$ cat src/sv/assert_macros.svh
// Assertion macros shared by the comment stripper RTL.
// No dependencies; define ASSERT_OFF to compile the checks out.
`ifndef ASSERT_MACROS_SVH
`define ASSERT_MACROS_SVH
`ifndef ASSERT_OFF
// property must hold at every clock edge outside reset
`define CS_ASSERT(lbl, clk, rst_n, prop) \
    lbl: assert property (@(posedge clk) disable iff (!rst_n) prop) \
        else $error("cs assertion failed");
// expression must never be true outside reset
`define CS_NEVER(lbl, clk, rst_n, expr) \
    lbl: assert property (@(posedge clk) disable iff (!rst_n) !(expr)) \
        else $error("cs forbidden condition seen");
`else
`define CS_ASSERT(lbl, clk, rst_n, prop)
`define CS_NEVER(lbl, clk, rst_n, expr)
`endif
`endif

$ cat src/sv/cs_pkg.sv
// Package for the comment stripper: register codes, reset values, queue record type.
// No dependencies.
package cs_pkg;

    localparam int OPEN_MAX = 4;    // bytes held by one 32-bit opener word
    localparam int COUNT_W  = 3;    // width of the per-record byte count, 0..OPEN_MAX

    localparam logic [7:0] CHAR_LF = 8'h0A;
    localparam logic [7:0] CHAR_CR = 8'h0D;

    localparam logic [31:0] BLOCK_OPEN_RESET  = 32'h0000_2A2F;   // "/*"
    localparam logic [31:0] LINE_OPEN_RESET   = 32'h0000_2F2F;   // "//"
    localparam logic [2:0]  OPEN_LENGTH_RESET = 3'd2;

    typedef enum logic [1:0] {
        REG_BLOCK_BYTES,
        REG_BLOCK_LENGTH,
        REG_LINE_BYTES,
        REG_LINE_LENGTH
    } cfg_reg_t;

    // control part of one record between matcher and serializer
    typedef struct packed {
        logic [COUNT_W-1:0] count;  // bytes to emit, 0 means bare end marker
        logic               last;   // record closes the text
    } burst_ctl_t;

endpackage

$ cat src/sv/cs_fifo.sv
// Small register-based queue between matcher and serializer.
// No dependencies.
module cs_fifo #(
    parameter int WIDTH = 8,
    parameter int DEPTH = 4
) (
    input  logic             clk,
    input  logic             rst_n,
    input  logic             wr,
    input  logic [WIDTH-1:0] wr_data,
    input  logic             rd,
    output logic [WIDTH-1:0] rd_data,
    output logic             full,
    output logic             not_empty
);

    localparam int PTR_W = (DEPTH > 1) ? $clog2(DEPTH) : 1;
    localparam int CNT_W = $clog2(DEPTH + 1);

    logic [WIDTH-1:0] mem_reg [DEPTH];
    logic [PTR_W-1:0] wr_ptr_reg, wr_ptr_next;
    logic [PTR_W-1:0] rd_ptr_reg, rd_ptr_next;
    logic [CNT_W-1:0] cnt_reg, cnt_next;
    logic             do_wr, do_rd;

    assign full      = (cnt_reg == CNT_W'(DEPTH));
    assign not_empty = (cnt_reg != '0);
    assign do_wr     = wr && !full;
    assign do_rd     = rd && not_empty;
    assign rd_data   = mem_reg[rd_ptr_reg];

    always_comb
    begin
        wr_ptr_next = wr_ptr_reg;
        rd_ptr_next = rd_ptr_reg;
        cnt_next    = cnt_reg;
        if (do_wr)
        begin
            wr_ptr_next = (wr_ptr_reg == PTR_W'(DEPTH - 1)) ? '0 : wr_ptr_reg + 1'b1;
        end
        if (do_rd)
        begin
            rd_ptr_next = (rd_ptr_reg == PTR_W'(DEPTH - 1)) ? '0 : rd_ptr_reg + 1'b1;
        end
        if (do_wr && !do_rd)
        begin
            cnt_next = cnt_reg + 1'b1;
        end
        else if (do_rd && !do_wr)
        begin
            cnt_next = cnt_reg - 1'b1;
        end
    end

    always_ff @(posedge clk or negedge rst_n)
    begin
        if (!rst_n)
        begin
            wr_ptr_reg <= '0;
            rd_ptr_reg <= '0;
            cnt_reg    <= '0;
        end
        else
        begin
            wr_ptr_reg <= wr_ptr_next;
            rd_ptr_reg <= rd_ptr_next;
            cnt_reg    <= cnt_next;
        end
    end

    always_ff @(posedge clk)
    begin
        if (do_wr)
        begin
            mem_reg[wr_ptr_reg] <= wr_data;
        end
    end

endmodule

$ cat src/sv/cs_front.sv
// Matcher front end: configuration registers, opener/closer matching, held bytes.
// Depends on cs_pkg and assert_macros.svh; feeds records into cs_fifo.
`include "assert_macros.svh"
module cs_front import cs_pkg::*; #(
    parameter int CAP = 4
) (
    input  logic             clk,
    input  logic             rst_n,
    input  logic             cfg_valid,
    input  logic [1:0]       cfg_index,
    input  logic [31:0]      cfg_data,
    input  logic             push,
    input  logic [7:0]       in_char,
    input  logic             in_last,
    input  logic             q_full,
    output logic             q_wr,
    output logic [8*CAP-1:0] q_data,
    output burst_ctl_t       q_ctl
);

    localparam int IDX_W  = $clog2(CAP);
    localparam int CNT_W  = $clog2(CAP + 1);
    localparam int SEL_W  = CNT_W + 1;
    localparam int HELD_D = CAP - 1;

    logic [31:0]      block_bytes_reg, line_bytes_reg;
    logic [2:0]       block_len_reg, line_len_reg;
    logic             in_block_reg, in_block_next;
    logic             in_line_reg, in_line_next;
    logic [IDX_W-1:0] bmi_reg, bmi_next;
    logic [IDX_W-1:0] lmi_reg, lmi_next;
    logic [IDX_W-1:0] held_cnt_reg, held_cnt_next;
    logic [7:0]       held_reg [HELD_D];
    logic [7:0]       held_next [HELD_D];

    logic             accept;
    logic [CNT_W-1:0] bl, ll, bl_m1, ll_m1;
    logic [IDX_W-1:0] bi0, li0, bi, li, drop, kp;
    logic [7:0]       bbyte, lbyte;
    logic             push_c;
    logic [CNT_W-1:0] hc, dropx, n_after, keep, emit;
    logic [7:0]       pend [CAP];
    logic [SEL_W-1:0] sel;

    assign accept = push && !q_full;

    // lengths above the word size saturate
    assign bl    = (block_len_reg > 3'(CAP)) ? CNT_W'(CAP) : CNT_W'(block_len_reg);
    assign ll    = (line_len_reg > 3'(CAP)) ? CNT_W'(CAP) : CNT_W'(line_len_reg);
    assign bl_m1 = bl - CNT_W'(1);
    assign ll_m1 = ll - CNT_W'(1);

    // clamp stale indices after a length change
    assign bi0 = (bl == '0) ? '0 : ((CNT_W'(bmi_reg) > bl_m1) ? IDX_W'(bl_m1) : bmi_reg);
    assign li0 = (ll == '0) ? '0 : ((CNT_W'(lmi_reg) > ll_m1) ? IDX_W'(ll_m1) : lmi_reg);

    assign bbyte = block_bytes_reg[{bi0, 3'b000} +: 8];
    assign lbyte = line_bytes_reg[{li0, 3'b000} +: 8];
    assign hc    = CNT_W'(held_cnt_reg);

    always_comb
    begin
        in_block_next = in_block_reg;
        in_line_next  = in_line_reg;
        bi            = bi0;
        li            = li0;
        drop          = '0;
        push_c        = 1'b0;
        priority if (in_block_reg)
        begin
            if (bl != '0)
            begin
                if (in_char == bbyte)
                begin
                    if (bi0 == '0)
                    begin
                        in_block_next = 1'b0;
                        li            = '0;
                    end
                    else
                    begin
                        bi = bi0 - 1'b1;
                    end
                end
                else
                begin
                    // failed close restarts at the top index
                    bi = IDX_W'(bl_m1);
                end
            end
        end
        else if (in_line_reg)
        begin
            if (in_char == CHAR_LF || in_char == CHAR_CR)
            begin
                in_line_next = 1'b0;
                bi           = '0;
                li           = '0;
                push_c       = 1'b1;
            end
        end
        else if (bl != '0 && in_char == bbyte)
        begin
            if (CNT_W'(bi0) >= bl_m1)
            begin
                drop          = bi0;
                li            = '0;
                in_block_next = 1'b1;
            end
            else
            begin
                bi = bi0 + 1'b1;
                if (ll != '0 && in_char == lbyte)
                begin
                    if (CNT_W'(li0) >= ll_m1)
                    begin
                        drop         = li0;
                        bi           = '0;
                        li           = '0;
                        in_line_next = 1'b1;
                    end
                    else
                    begin
                        li     = li0 + 1'b1;
                        push_c = 1'b1;
                    end
                end
                else
                begin
                    li     = '0;
                    push_c = 1'b1;
                end
            end
        end
        else if (ll != '0 && in_char == lbyte)
        begin
            bi = '0;
            if (CNT_W'(li0) >= ll_m1)
            begin
                drop         = li0;
                li           = '0;
                in_line_next = 1'b1;
            end
            else
            begin
                li     = li0 + 1'b1;
                push_c = 1'b1;
            end
        end
        else
        begin
            bi     = '0;
            li     = '0;
            push_c = 1'b1;
        end
    end

    // pending bytes: held ones, then the new byte at the held count
    always_comb
    begin
        for (int i = 0; i < CAP; i++)
        begin
            if (i < HELD_D && IDX_W'(i) != held_cnt_reg)
            begin
                pend[i] = held_reg[i];
            end
            else
            begin
                pend[i] = in_char;
            end
        end
    end

    assign dropx   = CNT_W'(drop);
    assign n_after = push_c ? hc + 1'b1 : ((dropx < hc) ? hc - dropx : '0);
    assign kp      = (in_block_next || in_line_next || in_last) ? '0 :
                     ((bi > li) ? bi : li);
    assign keep    = (CNT_W'(kp) < n_after) ? CNT_W'(kp) : n_after;
    assign emit    = n_after - keep;

    always_comb
    begin
        sel = '0;
        for (int i = 0; i < HELD_D; i++)
        begin
            sel = SEL_W'(emit) + SEL_W'(i);
            if (sel < SEL_W'(CAP))
            begin
                held_next[i] = pend[sel[IDX_W-1:0]];
            end
            else
            begin
                held_next[i] = held_reg[i];
            end
        end
    end

    always_comb
    begin
        for (int i = 0; i < CAP; i++)
        begin
            q_data[8*i +: 8] = pend[i];
        end
    end

    assign q_ctl.count = COUNT_W'(emit);
    assign q_ctl.last  = in_last;
    assign q_wr        = accept && (emit != '0 || in_last);

    // end of text returns the matcher to its reset state
    assign bmi_next      = in_last ? '0 : bi;
    assign lmi_next      = in_last ? '0 : li;
    assign held_cnt_next = in_last ? '0 : IDX_W'(keep);

    always_ff @(posedge clk or negedge rst_n)
    begin
        if (!rst_n)
        begin
            block_bytes_reg <= BLOCK_OPEN_RESET;
            block_len_reg   <= OPEN_LENGTH_RESET;
            line_bytes_reg  <= LINE_OPEN_RESET;
            line_len_reg    <= OPEN_LENGTH_RESET;
        end
        else if (cfg_valid)
        begin
            unique case (cfg_reg_t'(cfg_index))
                REG_BLOCK_BYTES:  block_bytes_reg <= cfg_data;
                REG_BLOCK_LENGTH: block_len_reg   <= cfg_data[2:0];
                REG_LINE_BYTES:   line_bytes_reg  <= cfg_data;
                REG_LINE_LENGTH:  line_len_reg    <= cfg_data[2:0];
            endcase
        end
    end

    always_ff @(posedge clk or negedge rst_n)
    begin
        if (!rst_n)
        begin
            in_block_reg <= 1'b0;
            in_line_reg  <= 1'b0;
            bmi_reg      <= '0;
            lmi_reg      <= '0;
            held_cnt_reg <= '0;
        end
        else if (accept)
        begin
            in_block_reg <= in_block_next && !in_last;
            in_line_reg  <= in_line_next && !in_last;
            bmi_reg      <= bmi_next;
            lmi_reg      <= lmi_next;
            held_cnt_reg <= held_cnt_next;
        end
    end

    always_ff @(posedge clk)
    begin
        if (accept)
        begin
            for (int i = 0; i < HELD_D; i++)
            begin
                held_reg[i] <= held_next[i];
            end
        end
    end

    `CS_NEVER(a_one_comment_kind, clk, rst_n, in_block_reg && in_line_reg)
    `CS_ASSERT(a_no_held_in_comment, clk, rst_n, (in_block_reg || in_line_reg) |-> held_cnt_reg == '0)
    `CS_ASSERT(a_last_clears, clk, rst_n, (accept && in_last) |=> (!in_block_reg && !in_line_reg && held_cnt_reg == '0))

endmodule

$ cat src/sv/cs_back.sv
// Serializer back end: splits queued records into single result transactions.
// Depends on cs_pkg and assert_macros.svh; reads records from cs_fifo.
`include "assert_macros.svh"
module cs_back import cs_pkg::*; #(
    parameter int CAP = 4
) (
    input  logic             clk,
    input  logic             rst_n,
    input  logic             q_valid,
    input  logic [8*CAP-1:0] q_data,
    input  burst_ctl_t       q_ctl,
    output logic             q_rd,
    input  logic             pop,
    output logic             empty,
    output logic [7:0]       out_char,
    output logic             out_has_char,
    output logic             out_run_last,
    output logic             out_end_of_text
);

    localparam int IDX_W = $clog2(CAP);

    logic [IDX_W-1:0]   idx_reg, idx_next;
    logic               out_valid_reg, out_valid_next;
    logic [7:0]         char_reg;
    logic               has_reg, run_last_reg, eot_reg;
    logic [COUNT_W-1:0] r_last;
    logic               at_end, load, has_c;

    // a record with no bytes still yields one bare marker
    assign r_last = (q_ctl.count == '0) ? '0 : q_ctl.count - 1'b1;
    assign at_end = (COUNT_W'(idx_reg) == r_last);
    assign has_c  = (q_ctl.count != '0);
    assign load   = q_valid && (!out_valid_reg || pop);
    assign q_rd   = load && at_end;

    always_comb
    begin
        idx_next       = idx_reg;
        out_valid_next = out_valid_reg;
        if (load)
        begin
            idx_next       = at_end ? '0 : idx_reg + 1'b1;
            out_valid_next = 1'b1;
        end
        else if (pop)
        begin
            out_valid_next = 1'b0;
        end
    end

    always_ff @(posedge clk or negedge rst_n)
    begin
        if (!rst_n)
        begin
            idx_reg       <= '0;
            out_valid_reg <= 1'b0;
        end
        else
        begin
            idx_reg       <= idx_next;
            out_valid_reg <= out_valid_next;
        end
    end

    always_ff @(posedge clk)
    begin
        if (load)
        begin
            char_reg     <= has_c ? q_data[{idx_reg, 3'b000} +: 8] : 8'h00;
            has_reg      <= has_c;
            run_last_reg <= at_end;
            eot_reg      <= at_end && q_ctl.last;
        end
    end

    assign empty           = !out_valid_reg;
    assign out_char        = char_reg;
    assign out_has_char    = has_reg;
    assign out_run_last    = run_last_reg;
    assign out_end_of_text = eot_reg;

    `CS_ASSERT(a_idx_needs_record, clk, rst_n, (idx_reg != '0) |-> q_valid)
    `CS_ASSERT(a_idx_in_record, clk, rst_n, q_valid |-> (COUNT_W'(idx_reg) <= r_last))
    `CS_NEVER(a_end_closes_run, clk, rst_n, !empty && out_end_of_text && !out_run_last)

endmodule

$ cat src/sv/comment_stripper.sv
// Top level of the comment stripper: matcher, record queue and serializer.
// Depends on cs_pkg, cs_front, cs_fifo and cs_back.
//
//  channel   | handshake            | payload
//  ----------+----------------------+------------------------------------------
//  input     | push / full          | in_char, in_last
//  result    | pop / empty          | out_char, out_has_char, out_run_last,
//            |                      | out_end_of_text
//  config    | cfg_valid / cfg_ready| cfg_index, cfg_data
//
// One input byte is matched per cycle while full is low; a byte yielding up to
// one result sustains one transaction per cycle on both sides. A byte that
// releases held bytes becomes a record of up to min(4, DELIM_MAX) results, which
// the serializer sends one per cycle while results are popped; the record queue
// (QUEUE_DEPTH entries) absorbs these bursts and full rises only when it fills.
// The edge that accepts a byte writes its record into the queue; the output
// register loads each result from the queue once it is free or being popped.
// Reset is asynchronous and clears control state and the opener registers;
// no clearing pass is needed. cfg_ready is always high.
module comment_stripper import cs_pkg::*; #(
    parameter int DELIM_MAX   = 4,
    parameter int QUEUE_DEPTH = 4
) (
    input  logic        clk,
    input  logic        rst_n,
    // configuration write channel
    input  logic        cfg_valid,
    output logic        cfg_ready,
    input  logic [1:0]  cfg_index,
    input  logic [31:0] cfg_data,
    // input byte queue side
    input  logic        push,
    output logic        full,
    input  logic [7:0]  in_char,
    input  logic        in_last,
    // result queue side
    output logic        empty,
    input  logic        pop,
    output logic [7:0]  out_char,
    output logic        out_has_char,
    output logic        out_run_last,
    output logic        out_end_of_text
);

    // opener bytes usable at once: bounded by the 32-bit opener word
    localparam int CAP    = (DELIM_MAX < OPEN_MAX) ? DELIM_MAX : OPEN_MAX;
    localparam int DATA_W = 8 * CAP;
    localparam int REC_W  = $bits(burst_ctl_t) + DATA_W;

    logic              q_wr, q_rd, q_full, q_valid;
    logic [DATA_W-1:0] wr_bytes, rd_bytes;
    burst_ctl_t        wr_ctl, rd_ctl;
    logic [REC_W-1:0]  rd_rec;

    // config is taken every cycle; the user must write only while idle, the block does not enforce it
    assign cfg_ready = 1'b1;
    assign full      = q_full;

    // front: classify each byte, update matcher state, build one record
    cs_front #(
        .CAP (CAP)
    ) u_front (
        .clk       (clk),
        .rst_n     (rst_n),
        .cfg_valid (cfg_valid),
        .cfg_index (cfg_index),
        .cfg_data  (cfg_data),
        .push      (push),
        .in_char   (in_char),
        .in_last   (in_last),
        .q_full    (q_full),
        .q_wr      (q_wr),
        .q_data    (wr_bytes),
        .q_ctl     (wr_ctl)
    );

    // record queue decouples matcher from serializer
    cs_fifo #(
        .WIDTH (REC_W),
        .DEPTH (QUEUE_DEPTH)
    ) u_queue (
        .clk       (clk),
        .rst_n     (rst_n),
        .wr        (q_wr),
        .wr_data   ({wr_ctl, wr_bytes}),
        .rd        (q_rd),
        .rd_data   (rd_rec),
        .full      (q_full),
        .not_empty (q_valid)
    );

    assign rd_ctl   = rd_rec[REC_W-1:DATA_W];
    assign rd_bytes = rd_rec[DATA_W-1:0];

    // back: one result transaction per cycle into the output register while it is free or popped
    cs_back #(
        .CAP (CAP)
    ) u_back (
        .clk             (clk),
        .rst_n           (rst_n),
        .q_valid         (q_valid),
        .q_data          (rd_bytes),
        .q_ctl           (rd_ctl),
        .q_rd            (q_rd),
        .pop             (pop),
        .empty           (empty),
        .out_char        (out_char),
        .out_has_char    (out_has_char),
        .out_run_last    (out_run_last),
        .out_end_of_text (out_end_of_text)
    );

endmodule

$ cat config.mk
export PLATFORM = sky130hd
export DESIGN_NAME = comment_stripper
export DESIGN_NICKNAME = d
export VERILOG_FILES = /design/src/sv/cs_pkg.sv /design/src/sv/cs_fifo.sv /design/src/sv/cs_front.sv /design/src/sv/cs_back.sv /design/src/sv/comment_stripper.sv
export VERILOG_INCLUDE_DIRS = /design/src /design/src/sv
export SDC_FILE = /design/constraint.sdc
export NUM_CORES = 1
export LEC_CHECK = 0
export BUFFER_PORTS_ARGS = -buffer_cell sky130_fd_sc_hd__buf_2
export CORE_MARGIN = 3
export CORE_UTILIZATION = 50
export CTS_CLUSTER_DIAMETER = 50
export DETAILED_ROUTE_END_ITERATION = 6
export MAX_ROUTING_LAYER = met4
export PLACE_DENSITY = 0.74
export SLEW_MARGIN = 40
export SYNTH_ARGS = -nofsm -noshare
export SYNTH_HDL_FRONTEND = slang
export SYNTH_HIERARCHICAL = 1
export SYNTH_SLANG_ARGS = --single-unit
$ cat constraint.sdc
create_clock -name clk -period 26.6 [get_ports clk]
set_input_delay 2.66 -clock clk [delete_from_list [all_inputs] [get_ports clk]]
set_output_delay 2.66 -clock clk [all_outputs]
set_load 0.03 [all_outputs]
==> impl_metrics.json, run 1 <==
{
  "cts_tree": "built",
  "cts_inserted_buffers": 34,
  "worst_slew_pin_slew_ns": 0.811,
  "place.gp.congestion": 0.922,
  "cts-resized-gates": 0,
  "htreeDepth": 2,
  "io_buffer_count": 60,
  "antennaDiodeCount": 0,
  "initial_core_util_pct": 51.6,
  "hold_buffers": 0,
  "syn_inst": 946,
  "async_flop_share_pct": 33.0,
  "antenna_found_initial": 0,
  "worstHoldPathType": "flip-flop to flip-flop",
  "hold_viol": 0,
  "fin_skew_ns": 0.0279,
  "firstDrtPassIters": 5,
  "grt_pass1_vias": 8547,
  "fin_util_pct": 57.8,
  "startpoint_type": "flip-flop",
  "cts_buffer_depth": 3,
  "cp-end-kind": "flip-flop",
  "p_per_area_nw_per_um2": 94.1,
  "cts_root_buffer": "clkbuf_16",
  "ant_nets": 0,
  "leakagePower_nw": 5.60,
  "critPathSlowestCell": "fa_1",
  "finalInstanceArea_sq_um": 15300,
  "syn_to_final_growth_pct": 11.9,
  "path_max_fanout": 15,
  "dp_cells": 1297,
  "ios": 62,
  "fin_tns_setup_ns": 0,
  "avgSynthCellArea_sq_um": 14.5,
  "postPlaceCellArea_sq_um": 14200,
  "critPathArrivalTime_ns": 10.84,
  "largest_register_ffs": 144,
  "syn_area_sq_um": 13700,
  "fin_crit_ns": 10.40,
  "grt_max_degree": 63,
  "drv_cap": 0,
  "clk_latency_ns": 0.52,
  "core_area_sq_um": 26500,
  "rows": 59,
  "critical_path_required_ns": 27.04,
  "status": "finished, final reports clean",
  "relSlewSlack_pct": 45.9,
  "dp_hpwl_mm": 19.8,
  "drive_gt1_share_pct": 33.6,
  "postCtsSetupRepairBufs": 0,
  "fmaxAchievable_mhz": 96.2,
  "drt_wl_total_mm": 29.8,
  "num_vias": 8405,
  "overflow": 0,
  "yosysWarnings": 6,
  "die_w_um": 171,
  "holdWs_ns": 0.493,
  "max_stage_delay_ns": 1.05,
  "ys_seq_elements": 267,
  "die_h_um": 171,
  "yosysUniqueCellTypes": 89,
  "wl_per_cell_um": 21.9,
  "synth_nets": 1030,
  "rsz0062_at_grt": "false",
  "grt.total_usage_pct": 21.3,
  "fin_nets": 1082,
  "peakVddDrop_mv": 0.0555,
  "cts_sinks": 267,
  "path_clk_slew_ns": 0.05,
  "viasPerCell": 6.19,
  "drtIter0Drc": 642,
  "period_share_pct": 39.1,
  "report.final.slew_viol_count": 0,
  "synth_ff_type": "edfxtp_1",
  "grt_first_pass_wirelength_mm": 47.6,
  "drc": 0,
  "cpMostUsedCell": "ha_1",
  "worstSetupPathType": "flip-flop to flip-flop",
  "synth.yosys.seq_area_share_pct": 55.5,
  "dieArea_sq_um": 29400,
  "synth-edff-count": 179,
  "layout.cells.non_filler": 1358,
  "setup_viol": 0
}
==> cells by family after synthesis <==
kind of cell,after synthesis,share of synthesized area (%)
AO/OA/AOI/OAI,167,9.97
adder cells (fa/ha/maj),37,3.54
buffers and inverters,106,3.80
XOR/XNOR,7,0.448
flip-flops,267,55.5
other,1,0.0274
multiplexers,189,19.5
AND/OR/NAND/NOR,172,7.17
==> power breakdown <==
group          internal, mW  switching [mW]  total (mW)
Combinational         0.175           0.215       0.390
Sequential            0.554          0.0425       0.597
Clock                 0.279           0.176       0.455
==> cells in the final DEF (no fill, tap or decap), types with 5 or more instances in the layout <==
cell type and count:
nand4_1 9, nand2b_1 12, buf_4 9, nand3_1 8, ha_1 33, o211a_1 8
clkinv_2 5, mux2i_1 39, dfstp_2 20, clkbuf_16 35, a21o_1 5, nor2b_1 8
o211ai_1 33, nand2_1 44, a21oi_1 12, edfxtp_1 179, dfrtp_1 66, o2111ai_1 7
a211oi_1 16, inv_1 47, mux4_2 52, mux2_2 94, nor2_1 26, buf_2 59
and2_1 12, o21ai_0 28, nor3_1 13, xor2_1 5
==> worst paths after layout <==
path                                     startpoint                         to  slack (ns)  depth (start not counted)
max                        u_front/block_len_reg[2]         u_queue/cnt_reg[2]       16.20                         37
min                              u_queue/cnt_reg[2]         u_queue/cnt_reg[2]        0.49                          1
max reg2reg                u_front/block_len_reg[2]         u_queue/cnt_reg[2]       16.20                         37
min reg2reg                      u_queue/cnt_reg[2]         u_queue/cnt_reg[2]        0.49                          1
max in group asynchronous                     rst_n  u_front/line_bytes_reg[0]       23.65                          2
min in group asynchronous                     rst_n    u_front/held_cnt_reg[1]        2.07                          1
==> synth_stat cells (13+ instances only) <==
cell | number | area, sq um
edfxtp_1 | 179 | 5380
mux2_2 | 94 | 1060
dfrtp_1 | 68 | 1700
mux4_2 | 52 | 1170
inv_1 | 47 | 176
nand2_1 | 44 | 165
mux2i_1 | 39 | 390
ha_1 | 33 | 413
o211ai_1 | 33 | 248
o21ai_0 | 28 | 140
nor2_1 | 27 | 101
clkbuf_1 | 20 | 75.1
dfstp_2 | 20 | 526
a211oi_1 | 16 | 120
and2_1 | 16 | 100
nor3_1 | 13 | 65.1
==> critical path: cells and delay by family (launching register included) <==
kind / cells / cell delay (ns)
adders and majority gates: 10 / 3.71
buffers and inverters: 6 / 1.20
DFF: 1 / 0.38
muxes: 1 / 0.16
and+or+nand+nor: 10 / 2.10
AOI/OAI and AO/OA: 8 / 2.46
xor gates and xnor gates: 2 / 0.32
==> cell type report <==
class,instances,area [sq um]
clock inverter,21,223
sequential,267,7600
multi-input combinational,573,5580
fill,2093,11200
clock buffer,40,915
tap,335,419
timing repair buffer,69,374
inverter,53,204
==> per-layer routing <==
layer  vias to the layer above  wire (um)  global-route usage, %
li1                       3786          -                      -
met1                      4307      12600                   27.2
met2                       245      15000                   35.3
met3                        67       1310                   3.06
met4                         0        888                   7.10
met5                         -          0                      -
==> per-stage QoR <==
step | setup WS, ns | total power [mW]
after CTS | 16.29 | 1.46
after global routing | 15.40 | 1.51
after global placement | 16.17 | 0.983
after floorplan | 17.01 | 0.901
after detailed placement | 16.11 | 0.997
final | 16.20 | 1.44
No activity file was read; power rests on OpenSTA's default activity.
==> run 2: changes to the inputs <==
--- a/config.mk
+++ b/config.mk
@@ -12,7 +12,7 @@
 export CTS_CLUSTER_DIAMETER = 50
 export DETAILED_ROUTE_END_ITERATION = 6
 export MAX_ROUTING_LAYER = met4
-export PLACE_DENSITY = 0.74
+export PLACE_DENSITY = 0.77
 export SLEW_MARGIN = 40
 export SYNTH_ARGS = -nofsm -noshare
 export SYNTH_HDL_FRONTEND = slang
==> constraint.sdc (replaced) <==
create_clock -name clk -period 8.8 [get_ports clk]
set_input_delay 0.88 -clock clk [delete_from_list [all_inputs] [get_ports clk]]
set_output_delay 0.88 -clock clk [all_outputs]
set_load 0.03 [all_outputs]
==> impl_metrics.json, run 2 (synthesized netlist as in run 1, its figures left out) <==
{
  "initial_core_util_pct": 51.6,
  "peakVddDrop_mv": 0.175,
  "power_frac_seq_pct": 40.6,
  "p_switching_mw": 1.34,
  "syn_to_final_growth_pct": 14.8,
  "path_clk_slew_ns": 0.05,
  "grt_max_degree": 64,
  "setup_viol": 0,
  "status": "finished, final reports clean",
  "report.final.slew_viol_count": 0,
  "n_fill_cell": 2006,
  "drtIter0Drc": 851,
  "htreeDepth": 2,
  "critical_path_required_ns": 9.19,
  "ios": 62,
  "ant_nets": 0,
  "dp_cells": 1316,
  "crit_family": "adder cells",
  "drive_gt1_share_pct": 35.9,
  "dieArea_sq_um": 29400,
  "path_max_fanout": 10,
  "firstDrtPassIters": 5,
  "cts_tree": "built",
  "antenna_found_initial": 1,
  "fin_nets": 1113,
  "critPathArrivalTime_ns": 8.68,
  "core_area_sq_um": 26500,
  "combPwrFrac_pct": 28.0,
  "num_vias": 8501,
  "critPathSlowestCell": "fa_1",
  "layout.cells.non_filler": 1391,
  "drt_wl_total_mm": 30.4,
  "worstHoldPathType": "input pin to async pin",
  "grt_first_pass_wirelength_mm": 47.9,
  "regArea_sq_um": 7600,
  "cts_sinks": 267,
  "io_buffer_count": 60,
  "max_stage_delay_ns": 0.50,
  "startpoint_type": "flip-flop",
  "overflow": 0,
  "fmaxAchievable_mhz": 121,
  "fin_crit_ns": 8.30,
  "cts_buffer_depth": 3,
  "largest_register_ffs": 144,
  "layout_common_cells": "edfxtp_1, mux2_2, dfrtp_1, buf_2, mux4_2",
  "clock_power_share_pct": 31.4,
  "critical_path_depth": 34,
  "fin_tns_setup_ns": 0,
  "drv_cap": 0,
  "grt.total_usage_pct": 21.5,
  "viasPerCell": 6.11,
  "drc": 0,
  "p_per_area_nw_per_um2": 283,
  "relSlewSlack_pct": 49.6,
  "intPower_mw": 3.11,
  "r2r_cells": 34,
  "place.gp.congestion": 0.874,
  "dp_hpwl_mm": 20.4,
  "clk_latency_ns": 0.51,
  "worstSetupPathType": "flip-flop to flip-flop",
  "grt_pass1_vias": 8414,
  "die_w_um": 171,
  "fin_skew_ns": 0.0208,
  "swShare_pct": 30.2,
  "cts_inserted_buffers": 34,
  "rows": 59,
  "layout_commonest_cell": "edfxtp_1",
  "die_h_um": 171,
  "leakagePower_nw": 5.79,
  "cpMostUsedCell": "ha_1",
  "wl_per_cell_um": 21.9,
  "multiInputGateArea_sq_um": 5650,
  "hold_viol": 0,
  "cp-end-kind": "flip-flop",
  "crit_buf_inv": 5,
  "worst_slew_pin_slew_ns": 0.754,
  "period_share_pct": 94.3,
  "cts_root_buffer": "clkbuf_16"
}
[run 2: cell types whose count changed in the layout (fill, tap and decap cells not counted), moves of 3 or more]
cell / before / now
a2111oi_0: 4 / 1
and2_2: 0 / 4
and2_4: 4 / 0
buf_12: 0 / 5
buf_4: 9 / 34
[run 2: metrics by stage]
step	area, sq um	setup slack, ns	hold slack [ns]	power [mW]	util, %
5_1_grt	15700	-0.00800	0.317	4.66	59.3
3_5_place_dp	14400	0.145	0.475	3.06	54.2
4_1_cts	15500	0.111	0.295	4.46	58.6
6_report	15700	0.505	0.299	4.45	59.3
2_1_floorplan	13700	0.0374	0.454	2.72	-
3_3_place_gp	14400	0.283	0.472	3.01	54.2
[run 2: repair_timing]
item | 4_1_cts | 5_1_grt
buffers inserted | 0 | 12
hold buffers | 0 | 0
endpoints found under the setup margin | 0 | 155
gates resized for setup | 0 | 16
[run 2: power groups by stage]
stage / registers, mW / logic (mW) / clock network (mW)
floorplan: 1.81 / 0.909 / 0
global placement: 1.82 / 1.19 / 0
detailed placement: 1.83 / 1.23 / 0
CTS: 1.81 / 1.23 / 1.42
global route: 1.83 / 1.36 / 1.48
finish: 1.81 / 1.25 / 1.40
[run 2: area by class of cell]
cell class	instances	area share [%]
inverters	53	1.31
diodes	1	0.0159
well taps	335	2.67
clock inverters	19	1.39
clock buffers	43	5.96
multi-input cells	573	36.0
repair buffers	100	4.29
flip-flops and latches	267	48.4
[run 2: final timing paths]
kind | startpoint | end | slack (ns)
max | u_front/line_len_reg[2] | u_queue/cnt_reg[1] | 0.50
min | rst_n | u_front/line_bytes_reg[22] | 0.30
max reg2reg | u_front/line_len_reg[2] | u_queue/cnt_reg[1] | 0.50
min reg2reg | u_queue/cnt_reg[2] | u_queue/cnt_reg[2] | 0.49
max in group asynchronous | rst_n | u_front/line_len_reg[1] | 7.63
min in group clk | u_queue/cnt_reg[2] | u_queue/cnt_reg[2] | 0.49
[run 2: layer usage]
layer / vias to the layer above / wire length (um) / global-route usage (%)
met2: 280 / 15100 / 35.5
met3: 55 / 1780 / 3.47
met1: 4316 / 12800 / 28.0
met5: - / 0 / -
li1: 3850 / - / -
met4: 0 / 744 / 5.67
